<file path="config.mk">
export PLATFORM = sky130hd
export DESIGN_NAME = oprp_rem
export DESIGN_NICKNAME = d
export VERILOG_FILES = /design/src/sv/oprp_pkg.sv /design/src/sv/oprp_rem.sv
export SDC_FILE = /design/constraint.sdc
export NUM_CORES = 1
export LEC_CHECK = 0
export BUFFER_PORTS_ARGS = -buffer_cell sky130_fd_sc_hd__buf_2
export CAP_MARGIN = 40
export CORE_MARGIN = 5
export CORE_UTILIZATION = 60
export DETAILED_ROUTE_END_ITERATION = 6
export PLACE_DENSITY_LB_ADDON = 0.05
export SYNTH_ARGS = -nofsm -noshare
export SYNTH_HDL_FRONTEND = slang
export SYNTH_SLANG_ARGS = --single-unit
export TNS_END_PERCENT = 5
</file>
<file path="constraint.sdc">
create_clock -name clk -period 6.6 [get_ports clk]
set_input_delay 0.66 -clock clk [delete_from_list [all_inputs] [get_ports clk]]
set_output_delay 0.66 -clock clk [all_outputs]
set_load 0.02 [all_outputs]
</file>
<file path="src/sv/oprp_pkg.sv">
// shared types, constants and register indexes of the odometry path record/playback unit
// no dependencies; imported by oprp_rem, the top level and the testbench

package oprp_pkg;

	// path store geometry
	localparam int NUM_PATHS   = 8;
	localparam int PATH_BYTES  = 512;
	localparam int HALF_BYTES  = PATH_BYTES / 2;
	localparam int INDEX_WRAP  = (HALF_BYTES < 256) ? HALF_BYTES : 256;
	localparam int PATH_W      = $clog2(NUM_PATHS);
	localparam int IDX_W       = $clog2(INDEX_WRAP);
	localparam int ADDR_W      = PATH_W + IDX_W;
	localparam int STORE_DEPTH = NUM_PATHS * INDEX_WRAP;

	localparam logic [7:0] END_MARK = 8'hFF;

	// configuration register indexes
	localparam int CFG_IDX_W = 3;
	localparam logic [CFG_IDX_W-1:0] CFG_WINDOW_TICKS   = 3'd0;
	localparam logic [CFG_IDX_W-1:0] CFG_BUTTON_DIVIDE  = 3'd1;
	localparam logic [CFG_IDX_W-1:0] CFG_RECORD_LIMIT   = 3'd2;
	localparam logic [CFG_IDX_W-1:0] CFG_TURN_THRESHOLD = 3'd3;
	localparam logic [CFG_IDX_W-1:0] CFG_DUTY_SCALE     = 3'd4;
	localparam logic [CFG_IDX_W-1:0] CFG_DUTY_FULL      = 3'd5;

	// configuration reset values
	localparam logic [15:0] RST_WINDOW_TICKS   = 16'd500;
	localparam logic [7:0]  RST_BUTTON_DIVIDE  = 8'd6;
	localparam logic [7:0]  RST_RECORD_LIMIT   = 8'd250;
	localparam logic [7:0]  RST_TURN_THRESHOLD = 8'd5;
	localparam logic [7:0]  RST_DUTY_SCALE     = 8'd45;
	localparam logic [7:0]  RST_DUTY_FULL      = 8'h8F;

	// remainder unit width
	localparam int REM_W     = 16;
	localparam int REM_CNT_W = $clog2(REM_W + 1);

	typedef enum logic [1:0] {
		MODE_IDLE = 2'd0,
		MODE_REC  = 2'd1,
		MODE_PLAY = 2'd2
	} mode_t;

	typedef enum logic [1:0] {
		SEQ_CLEAR  = 2'd0,
		SEQ_IDLE   = 2'd1,
		SEQ_REDUCE = 2'd2,
		SEQ_MEM    = 2'd3
	} seq_t;

	typedef struct packed {
		logic             start;
		logic [REM_W-1:0] dividend;
		logic [REM_W-1:0] divisor;
	} rem_req_t;

	typedef struct packed {
		logic             done;
		logic [REM_W-1:0] remainder;
	} rem_rsp_t;

endpackage

</file>
<file path="src/sv/oprp_rem.sv">
// iterative restoring remainder unit, one quotient bit per cycle
// depends on oprp_pkg for the request and response structs

module oprp_rem import oprp_pkg::*; (
	input  logic     clk,
	input  logic     arst_n,
	input  rem_req_t req,
	output rem_rsp_t rsp
);

	logic                 busy_q;
	logic                 done_q;
	logic [REM_CNT_W-1:0] cnt_q;
	logic [REM_W-1:0]     rem_q;
	logic [REM_W-1:0]     shf_q;
	logic [REM_W-1:0]     div_q;
	logic [REM_W:0]       trial;
	logic [REM_W:0]       diff;
	logic [REM_W-1:0]     rem_d;

	// shift in the next dividend bit, subtract when it fits
	always_comb begin
		trial = {rem_q, shf_q[REM_W-1]};
		diff  = trial - {1'b0, div_q};
		rem_d = (trial >= {1'b0, div_q}) ? diff[REM_W-1:0] : trial[REM_W-1:0];
	end

	always_ff @(posedge clk or negedge arst_n) begin
		if (!arst_n) begin
			busy_q <= 1'b0;
			done_q <= 1'b0;
			cnt_q  <= '0;
		end else if (req.start) begin
			busy_q <= 1'b1;
			done_q <= 1'b0;
			cnt_q  <= REM_CNT_W'(REM_W);
		end else if (busy_q) begin
			cnt_q <= cnt_q - 1'b1;
			if (cnt_q == REM_CNT_W'(1)) begin
				busy_q <= 1'b0;
				done_q <= 1'b1;
			end
		end else begin
			done_q <= 1'b0;
		end
	end

	always_ff @(posedge clk) begin
		if (req.start) begin
			rem_q <= '0;
			shf_q <= req.dividend;
			div_q <= req.divisor;
		end else if (busy_q) begin
			rem_q <= rem_d;
			shf_q <= {shf_q[REM_W-2:0], 1'b0};
		end
	end

	assign rsp.done      = done_q;
	assign rsp.remainder = rem_q;

endmodule

</file>
==> results of run 1 <==
[final timing paths]
| check | start | to | cells past startpoint |
|---|---|---|---|
| min in group clk | rem_q[15]$_SDFFE_PP0P_ | rem_q[15]$_SDFFE_PP0P_ | 2 |
| hold / removal | arst_n | done_q$_DFFE_PN0P_ | 1 |
| setup / recovery | rem_q[5]$_SDFFE_PP0P_ | rem_q[2]$_SDFFE_PP0P_ | 9 |
| max in group asynchronous | arst_n | cnt_q[0]$_DFFE_PN0P_ | 1 |
| hold reg to reg | rem_q[15]$_SDFFE_PP0P_ | rem_q[15]$_SDFFE_PP0P_ | 2 |
| setup reg to reg | rem_q[5]$_SDFFE_PP0P_ | rem_q[2]$_SDFFE_PP0P_ | 9 |
[worst register-to-register path: cells and delay by family, from the launching register on]
| family | cells | cell delay (ps) |
|---|---|---|
| mux | 1 | 220 |
| flops | 1 | 360 |
| buf+inv | 1 | 240 |
| compound gates | 5 | 1090 |
| simple gates | 1 | 120 |
| fa+ha+maj | 1 | 430 |
[metal layers]
layer	GRT usage	up-vias
met1	0.259	1017
met2	0.300	67
met3	0.0384	4
li1	-	1130
met5	0	-
met4	0.0698	0
[cell type report]
type                       count  area (um^2)  area share
multi-input combinational    197         1480       0.423
sequential                    55         1460       0.416
timing repair buffer          54          285      0.0815
inverter                      26         97.6      0.0279
tap                           70         87.6      0.0250
clock buffer                   5         68.8      0.0197
clock inverter                 3         22.5     0.00644
[registers in the layout, indices dropped and copies added, names as in the netlist]
signal / flops
cnt_q: 5
done_q: 1
rem_q: 16
div_q: 16
busy_q: 1
shf_q: 16
[power by group through the flow]
| stage | clock network (uW) | logic [uW] | registers [uW] |
|---|---|---|---|
| finish | 188 | 360 | 459 |
| global route | 210 | 400 | 465 |
| CTS | 195 | 360 | 459 |
| detailed placement | 0 | 358 | 467 |
| global placement | 0 | 348 | 466 |
| floorplan | 0 | 265 | 477 |
[cells by family after synthesis]
group,share of synthesized area
xor+xnor,0.0478
buf+inv,0.0571
flops,0.468
mux,0.0960
compound gates,0.147
simple gates,0.106
fa+ha+maj,0.0787
[metrics by stage]
stage                     hold WS, ps  power, uW
after floorplan                   364        742
after global placement            460        814
after detailed placement          465        824
after CTS                         151       1010
after global routing              156       1080
final                             156       1010
[cell usage after synthesis, types with 3 or more instances]
library cell	n	area share
ha_1	18	0.072
a21o_1	4	0.0096
edfxtp_1	32	0.31
xnor2_1	8	0.022
nand2_1	23	0.028
a32oi_1	3	0.0084
dfxtp_1	16	0.10
inv_1	26	0.031
o31ai_1	3	0.0072
a21oi_1	14	0.022
xor2_1	9	0.025
mux2i_1	13	0.042
a211oi_1	7	0.017
nand3_1	7	0.011
nand2b_1	4	0.0080
o21ai_0	7	0.011
clkbuf_1	8	0.0096
nor2_1	22	0.027
buf_2	4	0.0064
o21ai_1	10	0.016
o311ai_1	4	0.011
dfrtp_1	7	0.056
mux2_2	15	0.054
==> flow_summary.yaml, run 1 <==
outcome:
  status: "finished, final reports clean"
finish:
  fin_nets: 393
  stdcell_count: 410
  layout_common_cells: "buf_2, edfxtp_1, inv_1"
  drive_above_1_share: 0.247
  postLayoutCoreUtil: 0.689
  final_common_cell: "buf_2"
  diodes: 0
  fillCellCount: 403
  synthToLayoutAreaGrowth_pct: 12.3
  final_area_mm2: 0.00350
synth:
  syn_inst: 293
  yosys.cell_types.count: 47
  synth_ff_type: "edfxtp_1"
  synthArstFlopShare: 0.127
  yosys_warnings: 0
  synth_area_mm2: 0.00311
  syn_nets: 347
  postSynthAreaPerCell_um2: 10.6
  ys_seq_elements: 55
  ys_seq_area_frac: 0.468
  synth_edf_count: 32
detailed_routing:
  firstDrtPassIters: 4
  wl_met2_um: 2710
  vias_per_cell: 5.41
  wl_per_cell_um: 14.4
  routedLengthMet1_um: 2810
  highest_layer: "met4"
  wl_um: 5890
  wl_met3_um: 308
  drtIter0Drc: 136
  via_count: 2218
  ant_nets: 0
  drc: 0
place:
  dpl.hpwl_um: 4380
  pre_cts_slack_ps: 4050
  io_buffer_count: 51
  gp_congestion: 0.918
  place_area_mm2: 0.00341
  dp_cells: 402
clock_tree:
  clkLatencyLatePin_ps: 310
  cts-htree-levels: 2
  post-cts-setup-buffers: 0
  numCtsBuffers: 5
  ctsHoldBuffers: 0
  postCtsResizedCells: 0
  cts_tree: "built"
  clock_path_buffers: 2
  cts_root_buf: "clkbuf_8"
  cts.clk_slew.worst_paths_ps: 100
  clkSinkCount: 55
global_route:
  antenna_found_initial: 0
  grt_max_degree: 46
  first_global_vias: 2159
  grt_pass1_wl_um: 9760
  grt_usage: 0.190
  overflow: 0
setup_path:
  path_delay_family: "compound AO/OA/AOI/OAI gates"
  critPathMaxFanout: 15
  path_cells: "ha_1, a21oi_4, o21ai_1, nand2_1, o211ai_4, a221oi_4, buf_8, mux2i_1, o21ai_1"
  crit_arrival_ps: 2780
  cpMaxStageDelayCell: "a221oi_4"
  slowest_delay_ps: 590
  path_class: "register to register"
  cpMostUsedCell: "o21ai_1"
  cp-start-kind: "register"
  r2r_slack_ps: 4000
  crit_buf_inv: 1
  cp.required_ps: 6780
  cp-end-kind: "register"
sta:
  fin_tns_setup_ps: 0
  tightest_slew_ps: 622
  finalSetupViolations: 0
  fmax_mhz: 384
  slew_violations: 0
  finalWorstSetupSlack_ps: 4000
  timing.final.crit_share: 0.394
  relSlewSlack: 0.584
  grt_setup_unrepaired: "no"
  skew_ps: 11.0
  period_minus_slack_ps: 2600
  hold_viol_final: 0
pwr:
  clkPwrFrac: 0.187
  intPower_uw: 651
  seqPwrFrac: 0.456
  leakage_uw: 0.00159
  p_comb_frac: 0.358
  swShare: 0.353
  ir_worst_vdd_uv: 170
  netSwitchingPower_uw: 355
  p_per_area_mw_per_mm2: 288
die:
  die-height_um: 82.0
  die_w_um: 82.0
  coreArea_mm2: 0.00507
  initial_core_util: 0.614
  fp.dieArea_mm2: 0.00673
  io_pins: 52
  rows: 26
hold_path:
  hold_path_class: "primary input to asynchronous set/reset pin"
run:
  cap_violations: 0
(Power assumes the default switching activity.)
==> run 2: changes to the inputs <==
--- a/config.mk
+++ b/config.mk
@@ -5,10 +5,11 @@
 export SDC_FILE = /design/constraint.sdc
 export NUM_CORES = 1
 export LEC_CHECK = 0
+export ABC_AREA = 1
 export BUFFER_PORTS_ARGS = -buffer_cell sky130_fd_sc_hd__buf_2
 export CAP_MARGIN = 40
 export CORE_MARGIN = 5
-export CORE_UTILIZATION = 60
+export CORE_UTILIZATION = 57
 export DETAILED_ROUTE_END_ITERATION = 6
 export PLACE_DENSITY_LB_ADDON = 0.05
 export SYNTH_ARGS = -nofsm -noshare
==> constraint.sdc (replaced) <==
create_clock -name clk -period 2.4 [get_ports clk]
set_input_delay 0.24 -clock clk [delete_from_list [all_inputs] [get_ports clk]]
set_output_delay 0.24 -clock clk [all_outputs]
set_load 0.02 [all_outputs]
==> run 2 against run 1 <==
Utilization decreased by 2.9 points; first-iteration DRC count increased by 14%; power increased to 4.3 times the previous value; area after synthesis increased by 10%; sequential power increased to 2.9 times the previous value; global-route usage increased by 2.1 points; clock power increased to 3.9 times the previous value; hold slack got worse by 73 ps; combinational power increased to 6.3 times the previous value; sequential cell count unchanged; sequential share of layout area decreased by 4.2 points; critical endpoint is now rem_q[14]$_SDFFE_PP0P_; largest cell class unchanged.
==> flow_summary.yaml, run 2 <==
finish:
  diodes: 0
  drive_above_1_share: 0.160
  layout_common_cells: "nand2_1, inv_1, buf_2"
  final_area_mm2: 0.00389
  largestRegisters: "div_q (16), rem_q (16), shf_q (16)"
  final_common_cell: "nand2_1"
  synthToLayoutAreaGrowth_pct: 13.5
  fin_nets: 567
clock_tree:
  clkSinkCount: 55
  clkLatencyLatePin_ps: 320
  postCtsResizedCells: 0
  numCtsBuffers: 5
  cts-htree-levels: 2
  cts_tree: "built"
  cts.clk_slew.worst_paths_ps: 110
  clock_path_buffers: 2
  cts_root_buf: "clkbuf_8"
sta:
  relSlewSlack: 0.679
  timing.final.crit_share: 0.885
  grt_setup_unrepaired: "no"
  tightest_slew_ps: 479
  fmax_mhz: 471
  skew_ps: 15.3
  finalWorstSetupSlack_ps: 277
  hold_viol_final: 0
  period_minus_slack_ps: 2120
  finalSetupViolations: 0
  fin_tns_setup_ps: 0
  slew_violations: 0
detailed_routing:
  highest_layer: "met4"
  drc: 0
  wl_um: 7480
  wl_per_cell_um: 12.7
  wl_met2_um: 3570
  wl_met3_um: 290
  routedLengthMet1_um: 3550
  via_count: 2917
  drtIter0Drc: 155
  vias_per_cell: 4.95
  ant_nets: 0
  firstDrtPassIters: 4
setup_path:
  path_cells: "inv_1, ha_1, inv_1, fa_1, nand3_1, nand3_1, nand2_1, nand2_1, nand2_1, nand2_1, nand2_1, nand3_2, nand2_1, nand2_1"
  slowest_delay_ps: 450
  cpMostUsedCell: "nand2_1"
  cp-start-kind: "register"
  cpMaxStageDelayCell: "fa_1"
  critPathMaxFanout: 4
  cp-end-kind: "register"
  path_class: "register to register"
  crit_arrival_ps: 2360
  cp.required_ps: 2630
place:
  gp_congestion: 0.983
  place_area_mm2: 0.00374
  dpl.hpwl_um: 5690
  pre_cts_slack_ps: 293
  io_buffer_count: 51
global_route:
  first_global_vias: 2821
  grt_usage: 0.212
  grt_pass1_wl_um: 12900
  antenna_found_initial: 0
  overflow: 0
  grt_max_degree: 28
pwr:
  leakage_uw: 0.00213
  ir_worst_vdd_uv: 511
  p_per_area_mw_per_mm2: 1120
die:
  die-height_um: 87.5
  initial_core_util: 0.582
  rows: 28
  io_pins: 52
  coreArea_mm2: 0.00589
  die_w_um: 87.5
  fp.dieArea_mm2: 0.00766
synth:
  synth-compound-area-share: 0.0402
  postSynthAreaPerCell_um2: 7.48
  synth_top_area_frac: 0.280
  synth_commonest_cells: "nand2_1, inv_1, nand3_1, edfxtp_1, nor2_1"
  synth.largest_area_cell: "edfxtp_1"
  yosys_warnings: 0
  synth_edf_count: 32
  synth_mux_area_frac: 0
  syn_inst: 458
  yosys.cell_types.count: 35
  yosysMostFrequentCell: "nand2_1"
  ys_seq_area_frac: 0.425
  synthSimpleGateAreaFrac: 0.338
  ys_seq_elements: 55
  synthTopCellsByArea: "edfxtp_1, nand2_1, dfxtp_1, inv_1, ha_1"
  synth_top_family_by_area: "simple AND/OR/NAND/NOR gates"
  synth-xor-area-share: 0.0179
  synthAdderAreaFrac: 0.0716
  syn_nets: 512
  synth_area_mm2: 0.00343
  synthArstFlopShare: 0.127
  synth_ff_type: "edfxtp_1"
outcome:
  status: "finished, final reports clean"
run:
  cap_violations: 0
hold_path:
  hold_path_class: "primary input to register"
[run 2: cell types whose count changed in the layout (fill, tap and decap cells not counted), moves of 8 or more]
cell / delta
nand2_1: +149
inv_1: +51
nand3_1: +30
mux2_2: -15
mux2i_1: -13
o21ai_1: -9
xor2_1: -8
[run 2: worst max-delay path: cells and delay by family (launching register included)]
family | cells | cell delay, ps
buffers and inverters | 2 | 180
DFF | 1 | 370
adders and majority gates | 2 | 600
and+or+nand+nor | 10 | 870
[run 2: what timing repair did]
action                                  CTS  global route
setup buffers                             0             0
endpoints found under the hold margin     7             0
endpoints found under the setup margin    0             0
hold buffers                              1             0
[run 2: layout make-up]
| type | count | area, um^2 |
|---|---|---|
| Clock buffer | 6 | 72.6 |
| Clock inverter | 2 | 60.1 |
| Fill cell | 546 | 2000 |
| Inverter | 80 | 300 |
| Multi-Input combinational cell | 314 | 1600 |
| Sequential cell | 55 | 1460 |
| Tap cell | 75 | 93.8 |
| Timing Repair Buffer | 57 | 303 |
[run 2: worst paths after layout]
kind | depth (start not counted) | slack (ps) | end | start
setup reg to reg | 14 | 280 | rem_q[14]$_SDFFE_PP0P_ | shf_q[15]$_DFFE_PP_
hold / removal | 1 | 80 | div_q[15]$_DFFE_PP_ | req[15]
min in group asynchronous | 2 | 280 | cnt_q[2]$_DFFE_PN0P_ | arst_n
setup / recovery | 14 | 280 | rem_q[14]$_SDFFE_PP0P_ | shf_q[15]$_DFFE_PP_
hold reg to reg | 1 | 480 | cnt_q[3]$_DFFE_PN0P_ | cnt_q[3]$_DFFE_PN0P_
max in group asynchronous | 2 | 1960 | cnt_q[0]$_DFFE_PN0P_ | arst_n
[run 2: cell families (layout without fill, tap and decap cells)]
| group | count (synthesis) | count (layout) |
|---|---|---|
| xor+xnor | 7 | 7 |
| fa+ha+maj | 19 | 19 |
| flops | 55 | 55 |
| buf+inv | 89 | 145 |
| compound gates | 26 | 26 |
| simple gates | 262 | 262 |
[run 2: power by group]
| group | switching [uW] | internal [uW] |
|---|---|---|
| combinational | 1440 | 833 |
| clock | 313 | 417 |
| sequential | 138 | 1200 |
[run 2: through the flow]
stage	hold WS, ps	cells	total power, uW	utilization
after floorplan	-55.6	458	3120	-
after global placement	77.8	580	3600	0.636
after detailed placement	81.5	580	3620	0.636
after CTS	89.3	589	4360	0.661
after global routing	81.6	589	4730	0.661
final	83.2	589	4340	0.661
[run 2: routing by layer]
| metal | GRT usage | up-vias |
|---|---|---|
| met5 | 0 | - |
| met4 | 0.0516 | 0 |
| met3 | 0.0350 | 7 |
| met2 | 0.351 | 57 |
| met1 | 0.289 | 1311 |
| li1 | - | 1542 |
==> run 3: changes to the inputs <==
--- a/config.mk
+++ b/config.mk
@@ -11,7 +11,8 @@
 export CORE_MARGIN = 5
 export CORE_UTILIZATION = 57
 export DETAILED_ROUTE_END_ITERATION = 6
-export PLACE_DENSITY_LB_ADDON = 0.05
+export PLACE_DENSITY = 0.8
+export SETUP_SLACK_MARGIN = 0.5
 export SYNTH_ARGS = -nofsm -noshare
 export SYNTH_HDL_FRONTEND = slang
 export SYNTH_SLANG_ARGS = --single-unit
==> run 3 against run 2 <==
First-iteration DRC count rose by 130%; count of clock-buffer cells in the layout is 1 lower; via count rose by 11%; critical path type unchanged; wire length is 17% higher; global-route usage increased by 0.81 points; sequential share of layout area fell by 3.4 points; largest power group unchanged; setup slack better by 140 ps; register-to-register slack improved by 140 ps; critical endpoint is now rem_q[13]$_SDFFE_PP0P_; power is 14% higher; clock power is 23% lower; fmax increased by 6.9%.
==> flow_summary.yaml, run 3 (same netlist as run 2, synthesis figures left out) <==
outcome:
  status: "finished, final reports clean"
sta:
  tightest_slew_ps: 497
  finalSetupViolations: 0
  fin_tns_setup_ps: 0
  fmax_mhz: 504
  skew_ps: 11.3
  timing.final.crit_share: 0.827
  grt_setup_unrepaired: "yes"
  hold_viol_final: 0
  slew_violations: 0
  finalWorstSetupSlack_ps: 414
  period_minus_slack_ps: 1990
  relSlewSlack: 0.668
  whs_ps: 83.2
setup_path:
  r2r_end: "rem_q[13]$_SDFFE_PP0P_"
  cpMostUsedCell: "nand2_1"
  r2r_slack_ps: 410
  crit_start: "div_q[11]$_DFFE_PP_"
  cp.required_ps: 2620
  slowest_delay_ps: 410
  cpMaxStageDelayCell: "edfxtp_1"
  crit_arrival_ps: 2210
  cp-end-kind: "register"
  reg2reg_from: "div_q[11]$_DFFE_PP_"
  crit_buf_inv: 5
  path_cells: "inv_2, ha_4, nand2_4, inv_2, nand2_1, nand2_1, nand2_1, nand2_2, nor2_4, buf_12, buf_6, nand3_2, nand2_2, inv_2, nand2_2, nand2_1"
  critPathMaxFanout: 5
  r2r_cells: 16
  cp-start-kind: "register"
  path_class: "register to register"
  path_delay_family: "simple AND/OR/NAND/NOR gates"
global_route:
  grt_usage: 0.220
  grt_max_degree: 22
  antenna_found_initial: 0
  first_global_vias: 2997
  grt_pass1_wl_um: 13300
  overflow: 0
clock_tree:
  numCtsBuffers: 5
  cts_tree: "built"
  clock_path_buffers: 2
  clkSinkCount: 55
  clkLatencyLatePin_ps: 320
  cts.clk_slew.worst_paths_ps: 120
  cts-htree-levels: 2
  cts_root_buf: "clkbuf_8"
finish:
  final_common_cell: "nand2_1"
  largestRegisters: "div_q (16), rem_q (16), shf_q (16)"
  fillCellCount: 437
  diodes: 0
  synthToLayoutAreaGrowth_pct: 25.1
  drive_above_1_share: 0.290
  stdcell_count: 602
  layout_common_cells: "nand2_1, inv_1, buf_2"
  fin_nets: 580
detailed_routing:
  firstDrtPassIters: 5
  drtIter0Drc: 359
  vias_per_cell: 5.37
  ant_nets: 0
  wl_per_cell_um: 14.5
  drc: 0
  via_count: 3234
  wl_um: 8740
hold_path:
  holdCritStartpoint: "req[4]"
  hold_end: "div_q[4]$_DFFE_PP_"
  hold_path_class: "primary input to register"
  worstHoldPathCells: 1
place:
  gp_congestion: 0.889
  dp_cells: 580
  pre_cts_slack_ps: 308
  io_buffer_count: 51
  dpl.hpwl_um: 5650
pwr:
  p_per_area_mw_per_mm2: 1150
  ir_worst_vdd_uv: 739
  finalPower_uw: 4950
  leakage_uw: 0.00221
die:
  die-height_um: 87.5
  io_pins: 52
  fp.dieArea_mm2: 0.00766
  rows: 28
  die_w_um: 87.5
  initial_core_util: 0.582
  coreArea_mm2: 0.00589
run:
  cap_violations: 0
[run 3: cell types whose count changed in the layout (fill, tap and decap cells not counted), sizes merged]
cell and delta:
clkinvlp +1, bufinv -2, buf +10, inv +2, nand2 +3, clkbuf -1
[run 3: cell type report]
cell class	instances	area, um^2	area share
Clock buffer	5	68.8	0.0161
Tap cell	75	93.8	0.0219
Clock inverter	3	27.5	0.00642
Timing Repair Buffer	67	407	0.0949
Inverter	80	300	0.0701
Multi-Input combinational cell	317	1930	0.450
Sequential cell	55	1460	0.340
[run 3: worst register-to-register path: cells and delay by family, from the launching register on]
| family | cells | cell delay [ps] |
|---|---|---|
| simple gates | 10 | 860 |
| flops | 1 | 410 |
| buf+inv | 5 | 410 |
| fa+ha+maj | 1 | 220 |
[run 3: metal layers]
metal	routed length, um	GRT usage
met5	0	0
met4	268	0.0544
met3	687	0.0360
met2	4320	0.388
met1	3460	0.280
[run 3: metrics by stage]
step                      area [um^2]  utilization
final                            4290        0.728
after global routing             4290        0.728
after CTS                        4030        0.684
after detailed placement         3740        0.636
after global placement           3740        0.636
after floorplan                  3430            -
[run 3: repair_timing]
item,CTS,global route
hold endpoints to repair,7,0
endpoints found under the setup margin,16,16
hold buffers,1,0
buffers inserted,5,5
pin swaps,5,20
resized for setup,19,54
cloned,1,2
[run 3: power breakdown]
part	total (uW)	switching, uW	leakage, uW	internal [uW]
Sequential	1400	197	0.000550	1200
Combinational	2980	1740	0.00161	1240
Clock	562	345	0.0000467	217
[run 3: worst max-delay path by stage]
stage,endpoint,slack [ps],cells past startpoint
2_1_floorplan,rem_q[3]$_SDFFE_PP0P_,560,12
3_3_place_gp,rem_q[14]$_SDFFE_PP0P_,340,14
3_5_place_dp,rem_q[14]$_SDFFE_PP0P_,310,14
4_1_cts,rem_q[4]$_SDFFE_PP0P_,490,11
5_1_grt,rem_q[13]$_SDFFE_PP0P_,290,16
6_report,rem_q[13]$_SDFFE_PP0P_,410,16
